$ cat src/column_scale_by_std_core_macros.svh
// Assertion macros shared by the column scaling RTL.
`ifndef COLUMN_SCALE_BY_STD_CORE_MACROS_SVH
`define COLUMN_SCALE_BY_STD_CORE_MACROS_SVH

// Property checked at every rising edge outside reset.
`define CSBS_ASSERT(lbl, prop) \
	lbl: assert property (@(posedge clk) disable iff (!arst_n) prop) \
		else $error("csbs check failed");

// Condition in one cycle implies a consequence in the next.
`define CSBS_ASSERT_NEXT(lbl, ante, cons) \
	lbl: assert property (@(posedge clk) disable iff (!arst_n) (ante) |=> (cons)) \
		else $error("csbs sequence check failed");

`endif

$ cat src/csbs_pkg.sv
// Shared types and constants for the column scaling block.
package csbs_pkg;

	localparam int DEF_MAX_ROWS = 64;
	localparam int QDEPTH       = 4;

	// Shared divider sizes
	localparam int DIV_W      = 72;
	localparam int DVS_W      = 37;
	localparam int STEP_W     = 7;
	localparam int MEAN_STEPS = 40;
	localparam int VAR_STEPS  = 72;
	localparam int SCL_STEPS  = 48;

	// Square root: two radicand bits per step
	localparam int SQRT_STEPS = 36;

	// Result status codes
	localparam logic [1:0] ST_SCALED = 2'd0;
	localparam logic [1:0] ST_ZERO   = 2'd1;
	localparam logic [1:0] ST_ONE    = 2'd2;
	localparam logic [1:0] ST_TRUNC  = 2'd3;

	typedef struct packed {
		logic [31:0] sample;
		logic        last;
	} item_t;

	typedef struct packed {
		logic              start;
		logic [DIV_W-1:0]  dividend;
		logic [DVS_W-1:0]  divisor;
		logic [STEP_W-1:0] steps;
	} div_req_t;

	typedef struct packed {
		logic             busy;
		logic             done;
		logic [DIV_W-1:0] quotient;
		logic             rem_nz;
	} div_rsp_t;

endpackage

$ cat src/csbs_front.sv
// Input side: accepts sample beats into a short queue for the back end.
module csbs_front (
	input  logic                clk,
	input  logic                arst_n,
	input  logic                s_axis_tvalid,
	output logic                s_axis_tready,
	input  logic [31:0]         s_axis_tdata,   // sample
	input  logic                s_axis_tlast,
	output csbs_pkg::item_t     q_item,
	output logic                q_valid,
	input  logic                q_ready
);

	localparam int PW = $clog2(csbs_pkg::QDEPTH);

	csbs_pkg::item_t fifo_q [csbs_pkg::QDEPTH];
	logic [PW-1:0]   wp_q;
	logic [PW-1:0]   rp_q;
	logic [PW:0]     fill_q;
	logic            push;
	logic            pop;

	assign s_axis_tready = fill_q != (PW+1)'(csbs_pkg::QDEPTH);
	assign q_valid       = fill_q != '0;
	assign push          = s_axis_tvalid && s_axis_tready;
	assign pop           = q_valid && q_ready;
	assign q_item        = fifo_q[rp_q];

	// Pointers and fill level
	always_ff @(posedge clk or negedge arst_n) begin
		if (!arst_n) begin
			wp_q   <= '0;
			rp_q   <= '0;
			fill_q <= '0;
		end else begin
			if (push) wp_q <= wp_q + 1'b1;
			if (pop) rp_q <= rp_q + 1'b1;
			if (push && !pop) fill_q <= fill_q + 1'b1;
			else if (pop && !push) fill_q <= fill_q - 1'b1;
		end
	end

	// Queue storage
	always_ff @(posedge clk) begin
		if (push) begin
			fifo_q[wp_q].sample <= s_axis_tdata;
			fifo_q[wp_q].last   <= s_axis_tlast;
		end
	end

endmodule

$ cat config.mk
export PLATFORM = sky130hd
export DESIGN_NAME = csbs_front
export DESIGN_NICKNAME = d
export VERILOG_FILES = /design/src/column_scale_by_std_core_macros.svh /design/src/csbs_pkg.sv /design/src/csbs_front.sv
export SDC_FILE = /design/constraint.sdc
export NUM_CORES = 1
export LEC_CHECK = 0
export BUFFER_PORTS_ARGS = -buffer_cell sky130_fd_sc_hd__buf_4
export CELL_PAD_IN_SITES_DETAIL_PLACEMENT = 1
export CELL_PAD_IN_SITES_GLOBAL_PLACEMENT = 1
export CORE_MARGIN = 8
export CORE_UTILIZATION = 50
export DETAILED_ROUTE_END_ITERATION = 6
export PLACE_DENSITY = 0.82
export SYNTH_ARGS = -nofsm -noshare
export SYNTH_HDL_FRONTEND = slang
export SYNTH_SLANG_ARGS = --single-unit
$ cat constraint.sdc
create_clock -name clk -period 2.7 [get_ports clk]
set_input_delay 0.27 -clock clk [delete_from_list [all_inputs] [get_ports clk]]
set_output_delay 0.27 -clock clk [all_outputs]
set_load 0.02 [all_outputs]
# After elaboration in Yosys (flattened, before gate mapping)
# Memories as Yosys holds them, arrays and structs flattened.
# Cells that the tools add are included.
# W data, S select, Z words.
[word_totals]
wordCells = 21
inputBits = 37
output_inout_bits = 35
ramBits = 132
mem_count = 1
reg_bits = 7
[memory_table]
columns = ["memory", "words", "width", "rd", "rd_clocked_by_memory_dff", "write_ports", "line", "rtl"]
rows = [
  ["fifo_q", 4, 33, 1, 0, 1, "csbs_front.sv:16", "csbs_pkg::item_t fifo_q [csbs_pkg::QDEPTH];"],
]
[classes]
mux = 4
n_reduce_logical = 8
n_addsub = 4
n_eq_ne = 1
[op_table]
columns = ["operator", "count"]
rows = [
  ["$mux W3", 2],
  ["$add A2 B1 Y2 const B", 2],
  ["$logic_and A1 B1 Y1", 4],
  ["$add A3 B1 Y3 const B", 1],
  ["$ne A3 B3 Y1 const B", 1],
  ["$reduce_bool A3 Y1", 1],
  ["$sub A3 B1 Y3 const B", 1],
  ["$logic_not A1 Y1", 2],
  ["$mux W1", 2],
  ["$reduce_bool A2 Y1", 1],
]

# Depth between registers and ports, before layout
# Gate-level depths: netlist (run 1).
[logic_depth]
word_depth = 6
depth_mapped = 8

# Least setup slack after synthesis (run 1)
# OpenSTA, ideal clock, no wires.
[synth_path]
path_type = "register -> register"
start = "reg fill_q[1]"
end = "reg fill_q[2]"
required_time_ns = 2.621
setup_time_ns = 0.079
arrival_ns = 2.027
synth_period_minus_slack_ns = 2.107
path_slack_ns = 0.593
n_path_buf = 0
stages_incl_launch_ff = 9
path_cell_list = "dfrtp_1 -> or3_1 -> nand2_1 -> ha_1 -> inv_1 -> fa_1 -> xor2_1 -> nor2_1 -> xor2_1"
[synth_between]
elab_chain_len = 5
[synth_rtl]
columns = ["element", "line", "rtl"]
rows = [
  ["start, declared", "csbs_front.sv:19", "logic [PW:0] fill_q;"],
  ["start signal, assigned", "csbs_front.sv:38", "if (push && !pop) fill_q <= fill_q + 1'b1;"],
  ["start signal, assigned", "csbs_front.sv:39", "else if (pop && !push) fill_q <= fill_q - 1'b1;"],
  ["$reduce_bool A3 Y1 (*)", "csbs_front.sv:24", "assign q_valid = fill_q != '0;"],
  ["named net q_valid", "csbs_front.sv:10", "output logic q_valid,"],
  ["$logic_and A1 B1 Y1 (*)", "csbs_front.sv:26", "assign pop = q_valid && q_ready;"],
  ["$logic_not A1 Y1", "csbs_front.sv:38", ""],
  ["$logic_and A1 B1 Y1", "csbs_front.sv:38", ""],
  ["$mux W3 / $reduce_bool A2 Y1 (equally long branches)", "--", ""],
]
# Mark *: on every way through the listed nets, which the timed path passes. The rest lies on a longest branch. The select of a mux whose other input is x is not followed.
# A chain may end at the register's enable or synchronous reset.

==> qor.csv, run 1 <==
metric;value;unit
Initial DRC Count;163;
Port Buf Inserts;71;
design area;0.006827;sq mm
Total GRT Usage;16.09;%
minimum clock period;2.431;ns
Post-synth ARST share;5.036;%
Seq/Total Area, Yosys;79.23;%
Post-DP HPWL;6842;microns
crit path DAT;2.16;ns
routed metal-1 wirelength;4347;microns
Antenna Nets Post-Route;0;
Reg2Reg Setup Slack;0.46;ns
grt total ovfl;0;
top cells by area, synth;edfxtp_1 76%, mux4_2 12%, dfrtp_1 3.4%, mux4_1 2.5%, ha_1 1.2%;
top_reg_cell synth;edfxtp_1;
Reg-to-Reg End;fill_q[2];
Die Width;118.2;microns
Non-Filler Instances;481;
initial antenna violation count;0;
Layout area overhead;30.68;%
synth cell count leaders;132 x edfxtp_1, 28 x mux4_2, 7 x dfrtp_1;
Tcrit/Tclk final;90.03;%
post-synthesis register bit count;139;
VDD IR max;0.5413;mV
DP Cell Count;415;
RSZ-0062 raised after global routing;no;
number of max-cap violations;0;
Final Hold Viols;0;
Post-synth EDFFs;132;
Startpoint Class;flip-flop;
Min-Delay Startpoint;q_ready;
WHS Endpoint;rp_q[0];
nets;375;
post-synth top area cell;edfxtp_1;
hold depth;3;
pin count of the biggest net entering global routing;22;
Worst Setup Slack, final;0.2691;ns
# DRC;0;
routed len/inst;21.96;microns
Synth Net Count;251;
total core area;0.01023;sq mm
launch point of the worst reg-to-reg path;fill_q[1];
setup total negative slack;0;ns
warnings from Yosys;0;
DR pass1 iterations;4;
Max Slew Vio Count;0;
fmax;411.4;MHz
R2R depth;8;
CTS Sinks;139;
CP Data Required Time;2.43;ns
Die H;118.2;microns
status;finished clean;
Worst-Margin Slew;0.5495;ns
pre-CTS setup slack;0.4646;ns
Pwr Density;1121;mW/mm^2
first-pass GRT wire length;16660;microns
post-synth top area share;75.88;%
via count of the routed design;2530;
Mapped Area;0.005224;sq mm
Avg Inst Size Synth;25.11;sq um
clk buf depth;2;
clk slew on worst S/H paths;0.06;ns
DR WL met3;595;microns
Post-Route WL;10560;microns
CTS Hold Bufs;34;
post-synthesis cell type count;19;
final setup fails;0;
CP Class;flip-flop to primary output;
Hold WS;0.08452;ns
count leader, synth;edfxtp_1;
post-CTS setup buffers;0;
crit-path max FO;18;
Pleak;2.427;nW
Clk Latency, worst-skew pair;0.51;ns
Max transition margin;63.37;%
GPL Wtd Cong;0.6577;
share of cells above drive strength 1;41.16;%
htree depth;4;
FP Rows;37;
I/O pin count;72;
Hold WC Path Type;input port to flip-flop;
fillers;824;
Post-Synthesis Cells;208;
vias in the first global route;2933;
PostCTS Resize Cnt;0;
Initial Util;51.06;%
Area after DPL;0.005966;sq mm
clk root buf;clkbuf_8;
met2 WL post-DR;5501;microns
die area;0.01397;sq mm
antenna cells;0;
Top Layer Used;met4;
CP Capture Type;primary output;
TritonCTS clock tree;built;
skew final;0.006051;ns
TritonCTS Buffers;17;
Vias/cell;5.260;
## per-layer routing
| metal | GRT usage (%) | vias to the layer above |
|---|---|---|
| met5 | 0 | - |
| met4 | 5.524 | 0 |
| met3 | 6.426 | 15 |
| met2 | 26.79 | 69 |
| met1 | 18.63 | 1320 |
| li1 | - | 1126 |
## power by group
group / total, W / leakage, nW / internal [W] / switching, W
Sequential: 0.00308 / 1.29 / 0.00287 / 0.000217
Combinational: 0.00255 / 0.885 / 0.00122 / 0.00132
Clock: 0.00202 / 0.253 / 0.00123 / 0.000795
## area by class of cell
cell class                      instances  area (sq um)  area share (%)
Clock buffer                           22         442.9           6.488
Clock inverter                         10         77.57           1.136
Inverter                                3         11.26          0.1650
Multi-Input combinational cell         58         987.2           14.46
Sequential cell                       139          4141           60.67
Tap cell                              136         170.2           2.493
Timing Repair Buffer                  113         996.0           14.59
## placed cells by master (no fill, tap or decap)
master | netlist | routed
mux4_1 | 5 | 5
or3_1 | 1 | 1
a21boi_2 | 1 | 1
edfxtp_1 | 132 | 132
xnor2_1 | 4 | 4
bufinv_16 | 0 | 1
clkinv_2 | 0 | 5
nor2_1 | 2 | 2
mux4_2 | 28 | 28
fa_1 | 1 | 1
dlygate4sd3_1 | 0 | 34
clkbuf_8 | 0 | 2
dfrtp_1 | 7 | 5
dfrtp_2 | 0 | 2
clkbuf_16 | 0 | 16
and2_2 | 0 | 4
clkinvlp_4 | 0 | 2
nand2_1 | 2 | 2
xor2_1 | 2 | 2
inv_1 | 3 | 3
mux2_2 | 2 | 2
clkinv_1 | 0 | 2
ha_1 | 5 | 5
nand3_1 | 1 | 1
buf_4 | 0 | 74
clkbuf_1 | 0 | 4
buf_12 | 3 | 5
## worst max-delay path by stage
stage,end,start,depth (start not counted)
after floorplan,fill_q[2],fill_q[1],8
after global placement,fill_q[2],fill_q[1],8
after detailed placement,fill_q[2],fill_q[1],8
after CTS,q_item[14],rp_q[0],3
after global routing,q_item[13],rp_q[0],3
final,q_item[20],rp_q[0],3
## through the flow
stage	power, W	util, %
2_1_floorplan	0.004698	-
3_3_place_gp	0.005575	58.31
3_5_place_dp	0.005691	58.31
4_1_cts	0.007780	66.72
5_1_grt	0.008014	66.72
6_report	0.007652	66.72
## critical path, stage by stage (launching register included)
cell and delay [ns]:
dfrtp_2 0.66, buf_12 0.26, mux4_2 0.54, buf_4 0.18
## state kept, by name (all words and copies together), names as in the netlist
signal	count
rp_q	2
fill_q	3
fifo_q	132
wp_q	2
## cells by family (layout without fill, tap and decap cells)
group / after synthesis / count (layout) / share of synthesized area (%)
xor+xnor: 6 / 6 / 1.006
buf+inv: 11 / 148 / 1.964
compound gates: 1 / 1 / 0.2156
flops: 139 / 139 / 79.23
fa+ha+maj: 6 / 6 / 1.581
simple gates: 10 / 10 / 0.9821
mux: 35 / 35 / 15.02
(Power assumes the default switching activity.)
==> run 2, diff against run 1 <==
ABC_AREA = 1   (was unset)
CORE_UTILIZATION = 47   (was 50)
REMOVE_ABC_BUFFERS = 1   (was unset)
==> run 2 against run 1 <==
  * Sequential share of layout area decreased by 1.3 points
  * Setup slack improved by 0.18 ns
  * Critical path type unchanged
  * Final cell count increased by 42%
  * Largest cell class unchanged
  * Synthesized area increased by 8.7%
==> qor.csv, run 2 <==
metric;value;unit;change
clk slew on worst S/H paths;0.06;ns;about the same
post-synth top area cell;edfxtp_1;;
Area after DPL;0.006392;sq mm;+7.2%
clk buf depth;2;;unchanged
via count of the routed design;3583;;+42%
final setup fails;0;;unchanged
fmax;444.0;MHz;+7.9%
CP Data Required Time;2.43;ns;about the same
I/O pin count;72;;unchanged
first-pass GRT wire length;20610;microns;+24%
Initial Util;47.68;%;-3.4 points
Initial DRC Count;231;;+42%
routed len/inst;18.87;microns;-14%
Layout area overhead;22.85;%;
design area;0.006977;sq mm;+2.2%
count leader, synth;edfxtp_1;;
Post-Route WL;12910;microns;+22%
Logic pwr share;37.7;%;+4.4 points
RSZ-0062 raised after global routing;no;;
Vias/cell;5.238;;-0.41%
fillers;1198;;+45%
worst setup path start;rp_q[0];;
launch point of the worst reg-to-reg path;fill_q[1];;
skew final;0.006543;ns;+0.0004925 ns
die area;0.01586;sq mm;+13%
crit-path max FO;42;;+24
status;finished clean;;
nets;567;;+51%
total core area;0.01191;sq mm;+16%
Core Util, Final;58.57;%;-8.2 points
Mapped Area;0.005679;sq mm;+8.7%
Antenna Nets Post-Route;0;;unchanged
Pwr Density;1202;mW/mm^2;+7.2%
pin count of the biggest net entering global routing;54;;+150%
Avg Inst Size Synth;12.79;sq um;-49%
top cells by area, synth;edfxtp_1 70%, o211ai_1 8.7%, nand2_1 7.7%, inv_1 5.2%, dfrtp_1 3.1%;;
Hold WS;0.05369;ns;-0.03083 ns
Largest regs;fifo_q (132), fill_q (3);;
Die Width;125.9;microns;+6.5%
most common cell after layout, fill and taps aside;edfxtp_1;;
CP Capture Type;primary output;;
Startpoint Class;flip-flop;;
Post-DP HPWL;8183;microns;+20%
post-synthesis cell type count;17;;-2
Max Slew Vio Count;0;;unchanged
top_reg_cell synth;edfxtp_1;;
number of max-cap violations;0;;unchanged
Tcrit/Tclk final;83.41;%;-6.6 points
Final Hold Viols;0;;unchanged
vias in the first global route;4104;;+40%
# DRC;0;;unchanged
Total GRT Usage;17.29;%;+1.2 points
CTS Sinks;139;;unchanged
FP Rows;40;;+8.1%
commonest non-fill, non-tap cells in the layout;132 x edfxtp_1, 116 x nand2_1, 78 x inv_1, 78 x buf_4, 66 x o211ai_1;;
Die H;125.9;microns;+6.5%
GPL Wtd Cong;0.6931;;+5.4%
VDD IR max;0.6612;mV;+22%
Sw Share;36.08;%;+5.6 points
crit path DAT;1.98;ns;-0.18 ns
Seq/Total Area, Yosys;72.88;%;-6.4 points
Worst-Margin Slew;0.7560;ns;+0.2066 ns
synth cell count leaders;132 x edfxtp_1, 116 x nand2_1, 78 x inv_1;;
Post-synth EDFFs;132;;unchanged
internal power;0.005360;W;+0.81%
Sequential Power Share;35.7;%;-4.6 points
clk root buf;clkbuf_16;;
Post-Synthesis Cells;444;;+110%
post-CTS setup buffers;0;;unchanged
P_sw;0.003025;W;+30%
Clk pwr share;26.7;%;+0.3 points
CP Class;flip-flop to primary output;;
Min-Delay Startpoint;s_axis_tdata[13];;
Non-Filler Instances;684;;+42%
Hold WC Path Type;input port to flip-flop;;
TritonCTS Buffers;17;;unchanged
Port Buf Inserts;71;;unchanged
Pleak;2.880;nW;+19%
Post-synth ARST share;5.036;%;unchanged
Biggest register;fifo_q;;
number of flip-flops in the largest register;132;;unchanged
grt total ovfl;0;;unchanged
htree depth;4;;unchanged
share of cells above drive strength 1;21.60;%;-20 points
TritonCTS clock tree;built;;
DR pass1 iterations;4;;unchanged
warnings from Yosys;0;;unchanged
Max transition margin;49.52;%;-14 points
initial antenna violation count;0;;unchanged
Clk Latency, worst-skew pair;0.41;ns;-0.10 ns
post-synthesis register bit count;139;;unchanged
minimum clock period;2.252;ns;-0.1787 ns
DP Cell Count;651;;+57%
post-synth top area share;69.80;%;-6.1 points
antenna cells;0;;unchanged
run 2: cell count changes after synthesis, moves of 5 or more:
cell	before	now
mux4_1	5	0
o211ai_1	0	66
mux4_2	28	0
nand3_1	1	7
buf_6	1	8
clkbuf_1	0	5
inv_1	3	78
nand2_1	2	116
run 2: cell families (layout without fill, tap and decap cells):
group | after synthesis | in the layout | synth area share [%]
flops | 139 | 139 | 72.88
buf+inv | 103 | 196 | 8.041
fa+ha+maj | 6 | 6 | 1.454
xor+xnor | 1 | 1 | 0.1542
simple gates | 128 | 128 | 8.658
compound gates | 67 | 67 | 8.813
run 2: worst paths after layout:
check / endpoint / slack (ns) / cells past startpoint
setup reg to reg: fill_q[2] / 0.45 / 11
setup / recovery: q_item[7] / 0.45 / 6
hold / removal: fifo_q[0][14] / 0.05 / 1
hold reg to reg: fill_q[2] / 0.54 / 2
min in group asynchronous: fill_q[1] / 0.22 / 2
max in group asynchronous: wp_q[0] / 2.35 / 2
run 2: power by group through the flow:
stage                     sequential (W)  combinational [W]  clock (W)
final                            0.00299            0.00316    0.00223
after global routing             0.00302            0.00345    0.00237
after CTS                        0.00299            0.00323    0.00228
after detailed placement         0.00303            0.00319          0
after global placement           0.00300            0.00303          0
after floorplan                  0.00305            0.00176          0
run 2: worst max-delay path, cell delays in order, from the launching register on:
cell and delay (ns):
dfrtp_1 0.42, inv_4 0.33, buf_4 0.32, nand2_1 0.10, o211ai_1 0.10, nand2_1 0.12, buf_4 0.17
run 2: stage by stage:
stage / power (W) / setup TNS, ns / setup WS [ns]
floorplan: 0.004803 / -5.362 / -0.04062
global placement: 0.006031 / 0 / 0.6717
detailed placement: 0.006221 / 0 / 0.5032
CTS: 0.008505 / 0 / 0.4049
global route: 0.008845 / 0 / 0.2979
finish: 0.008385 / 0 / 0.4478
run 2: area by class of cell:
cell class	count	area, sq um	share of cell area, %
sequential	139	4139	59.33
timing repair buffer	82	655.6	9.397
multi-input combinational	202	1114	15.96
clock buffer	24	481.7	6.905
clock inverter	8	92.59	1.327
inverter	82	310.3	4.448
tap	147	183.9	2.636
run 2: timing repair:
action                                 in CTS  in global routing
hold buffers                                1                  0
endpoints found under the hold margin       7                  0
resized for setup                           0                  0
run 2: per-layer routing:
layer	vias up	share of wire, %	GRT usage, %
met1	1796	39	17.64
met3	24	5.1	6.456
met5	-	0	0
met2	73	54	31.30
li1	1690	-	-
met4	0	1.9	6.936
==> run 3, diff against run 2 <==
CORE_UTILIZATION = 42   (was 47)
PLACE_DENSITY = 0.78   (was 0.82)
clock period = 1.9 ns   (was 2.7 ns; I/O delays follow)
==> run 3 against run 2 <==
  * Power rose by 45%
  * First-iteration DRC count decreased by 36%
  * Clock skew is 0.0044 ns higher
  * Count of clock-buffer cells in the layout down 2
  * Sequential power increased by 42%
  * Combinational power is 58% higher
  * Critical path depth is 5 higher
  * Setup slack lost 0.44 ns
  * Final cell count grew 11%
  * Wire length up 7.8%
  * Global-route usage down 1.4 points
  * Die area up 10%
  * Critical endpoint is now fill_q[2]
  * Highest routed layer unchanged
==> qor.csv, run 3 (synthesis results as in run 2) <==
metric;value;unit;change
Worst-Margin Slew;0.3188;ns;-0.4372 ns
pin count of the biggest net entering global routing;45;;-17%
area occupied by multi-input gates;0.001134;sq mm;+1.8%
Core Util, Final;56.52;%;-2.1 points
Die H;132.3;microns;+5.1%
Largest regs;fifo_q (132), fill_q (3);;
Post-DP HPWL;8484;microns;+3.7%
initial antenna violation count;0;;unchanged
final setup fails;0;;unchanged
Die Width;132.3;microns;+5.1%
Hold WC Path Type;input port to flip-flop;;
Biggest register;fifo_q;;
via count of the routed design;3743;;+4.5%
commonest non-fill, non-tap cells in the layout;132 x edfxtp_1, 114 x nand2_1, 80 x buf_4;;
status;finished clean;;
Worst Setup Slack, final;0.003854;ns;-0.4440 ns
design area;0.007485;sq mm;+7.3%
most common cell after layout, fill and taps aside;edfxtp_1;;
Hold WS;0.05635;ns;+0.002661 ns
vias in the first global route;4070;;-0.83%
share of cells above drive strength 1;22.68;%;+1.1 points
Initial Util;42.89;%;-4.8 points
fillers;1347;;+12%
crit-path max FO;4;;-90%
number of flip-flops in the largest register;132;;unchanged
Clk Latency, worst-skew pair;0.42;ns;about the same
# DRC;0;;unchanged
number of max-cap violations;0;;unchanged
DR pass1 iterations;6;;+2
register area;0.004141;sq mm;about the same
minimum clock period;1.896;ns;
CP Capture Type;flip-flop;;
Vias/cell;4.938;;-5.7%
htree depth;4;;unchanged
CP Data Required Time;2.20;ns;-0.23 ns
Max Slew Vio Count;0;;unchanged
TritonCTS clock tree;built;;
pre-CTS setup slack;-0.02691;ns;-0.5302 ns
CP Class;flip-flop to flip-flop;;
Max transition margin;78.75;%;+29 points
Pwr Density;1624;mW/mm^2;+35%
VDD IR max;0.9590;mV;+45%
skew final;0.01093;ns;+0.004391 ns
clk root buf;clkbuf_16;;
crit path DAT;2.20;ns;+0.22 ns
Pleak;3.072;nW;+6.7%
Area after DPL;0.006518;sq mm;+2.0%
crit-path cells;clkinv_2, nand3_2, nand2_1, inv_1, ha_2, inv_1, fa_2, inv_1, nand2_1, nand4_1, nand2_1;;
Layout area overhead;31.79;%;
Antenna Nets Post-Route;0;;unchanged
Final Hold Viols;0;;unchanged
antenna cells;0;;unchanged
grt total ovfl;0;;unchanged
I/O pin count;72;;unchanged
fmax;527.4;MHz;
total core area;0.01324;sq mm;+11%
RSZ-0062 raised after global routing;yes;;
Startpoint Class;flip-flop;;
CP max stage delay;0.39;ns;-0.03 ns
Port Buf Inserts;71;;unchanged
nets;612;;+7.9%
slowest CP cell;dfrtp_1;;
Initial DRC Count;147;;-36%
Total GRT Usage;15.93;%;-1.4 points
Post-Route WL;13920;microns;+7.8%
TritonCTS Buffers;17;;unchanged
die area;0.01750;sq mm;+10%
total power;0.01216;W;+45%
CTS Sinks;139;;unchanged
GPL Wtd Cong;0.7604;;+9.7%
clk slew on worst S/H paths;0.06;ns;about the same
routed len/inst;18.36;microns;-2.7%
Tcrit/Tclk final;99.80;%;
clk buf depth;2;;unchanged
first-pass GRT wire length;21520;microns;+4.4%
FP Rows;42;;+5.0%
## run 3: through the flow
step,TNS [ns],std cells
floorplan,-114.78,423
global placement,0,685
detailed placement,-0.02691,685
CTS,0,754
global route,-0.3615,758
finish,0,758
## run 3: power breakdown
group	internal [W]	total (W)	switching (W)
clock	0.00177	0.00292	0.00115
sequential	0.00405	0.00426	0.000210
combinational	0.00189	0.00498	0.00309
total	0.00771	0.0122	0.00445
## run 3: repair_timing
item / in CTS / in global routing
resized for setup: 7 / 7
pin swaps: 1 / 1
gates cloned: 1 / 1
setup buffers: 2 / 3
endpoints found under the hold margin: 139 / 0
hold buffers: 34 / 0
setup endpoints to repair: 28 / 10
## run 3: critical path, delay by kind of cell (launching register included)
kind,cells,cell delay [ns]
fa+ha+maj,2,0.55
simple gates,5,0.47
flops,1,0.39
buf+inv,4,0.36
## run 3: final cells by class
cell class | count | share of cell area [%]
Inverter | 82 | 4.196
Multi-Input combinational cell | 202 | 15.15
Clock buffer | 22 | 5.934
Sequential cell | 139 | 55.33
Timing Repair inverter | 1 | 0.05015
Clock inverter | 10 | 1.020
Tap cell | 176 | 2.942
Timing Repair Buffer | 126 | 15.38
## run 3: path summary, 6_finish.rpt
kind,from,endpoint,slack [ns],cells past startpoint
worst max-delay path,fill_q[1],fill_q[2],0.004,11
worst min-delay path,s_axis_tvalid,wp_q[0],0.06,3
worst max register to register,fill_q[1],fill_q[2],0.004,11
worst min register to register,fill_q[2],fill_q[2],0.54,2
max in group asynchronous,arst_n,rp_q[1],1.64,2
min in group asynchronous,arst_n,fill_q[1],0.12,2
## run 3: routing by layer
metal / up-vias / routed length (microns) / track usage, %
met2: 86 / 7552 / 28.75
met5: - / 0 / 0
met4: 0 / 272 / 6.435
met3: 24 / 597 / 4.726
met1: 1851 / 5496 / 17.06
li1: 1782 / - / -
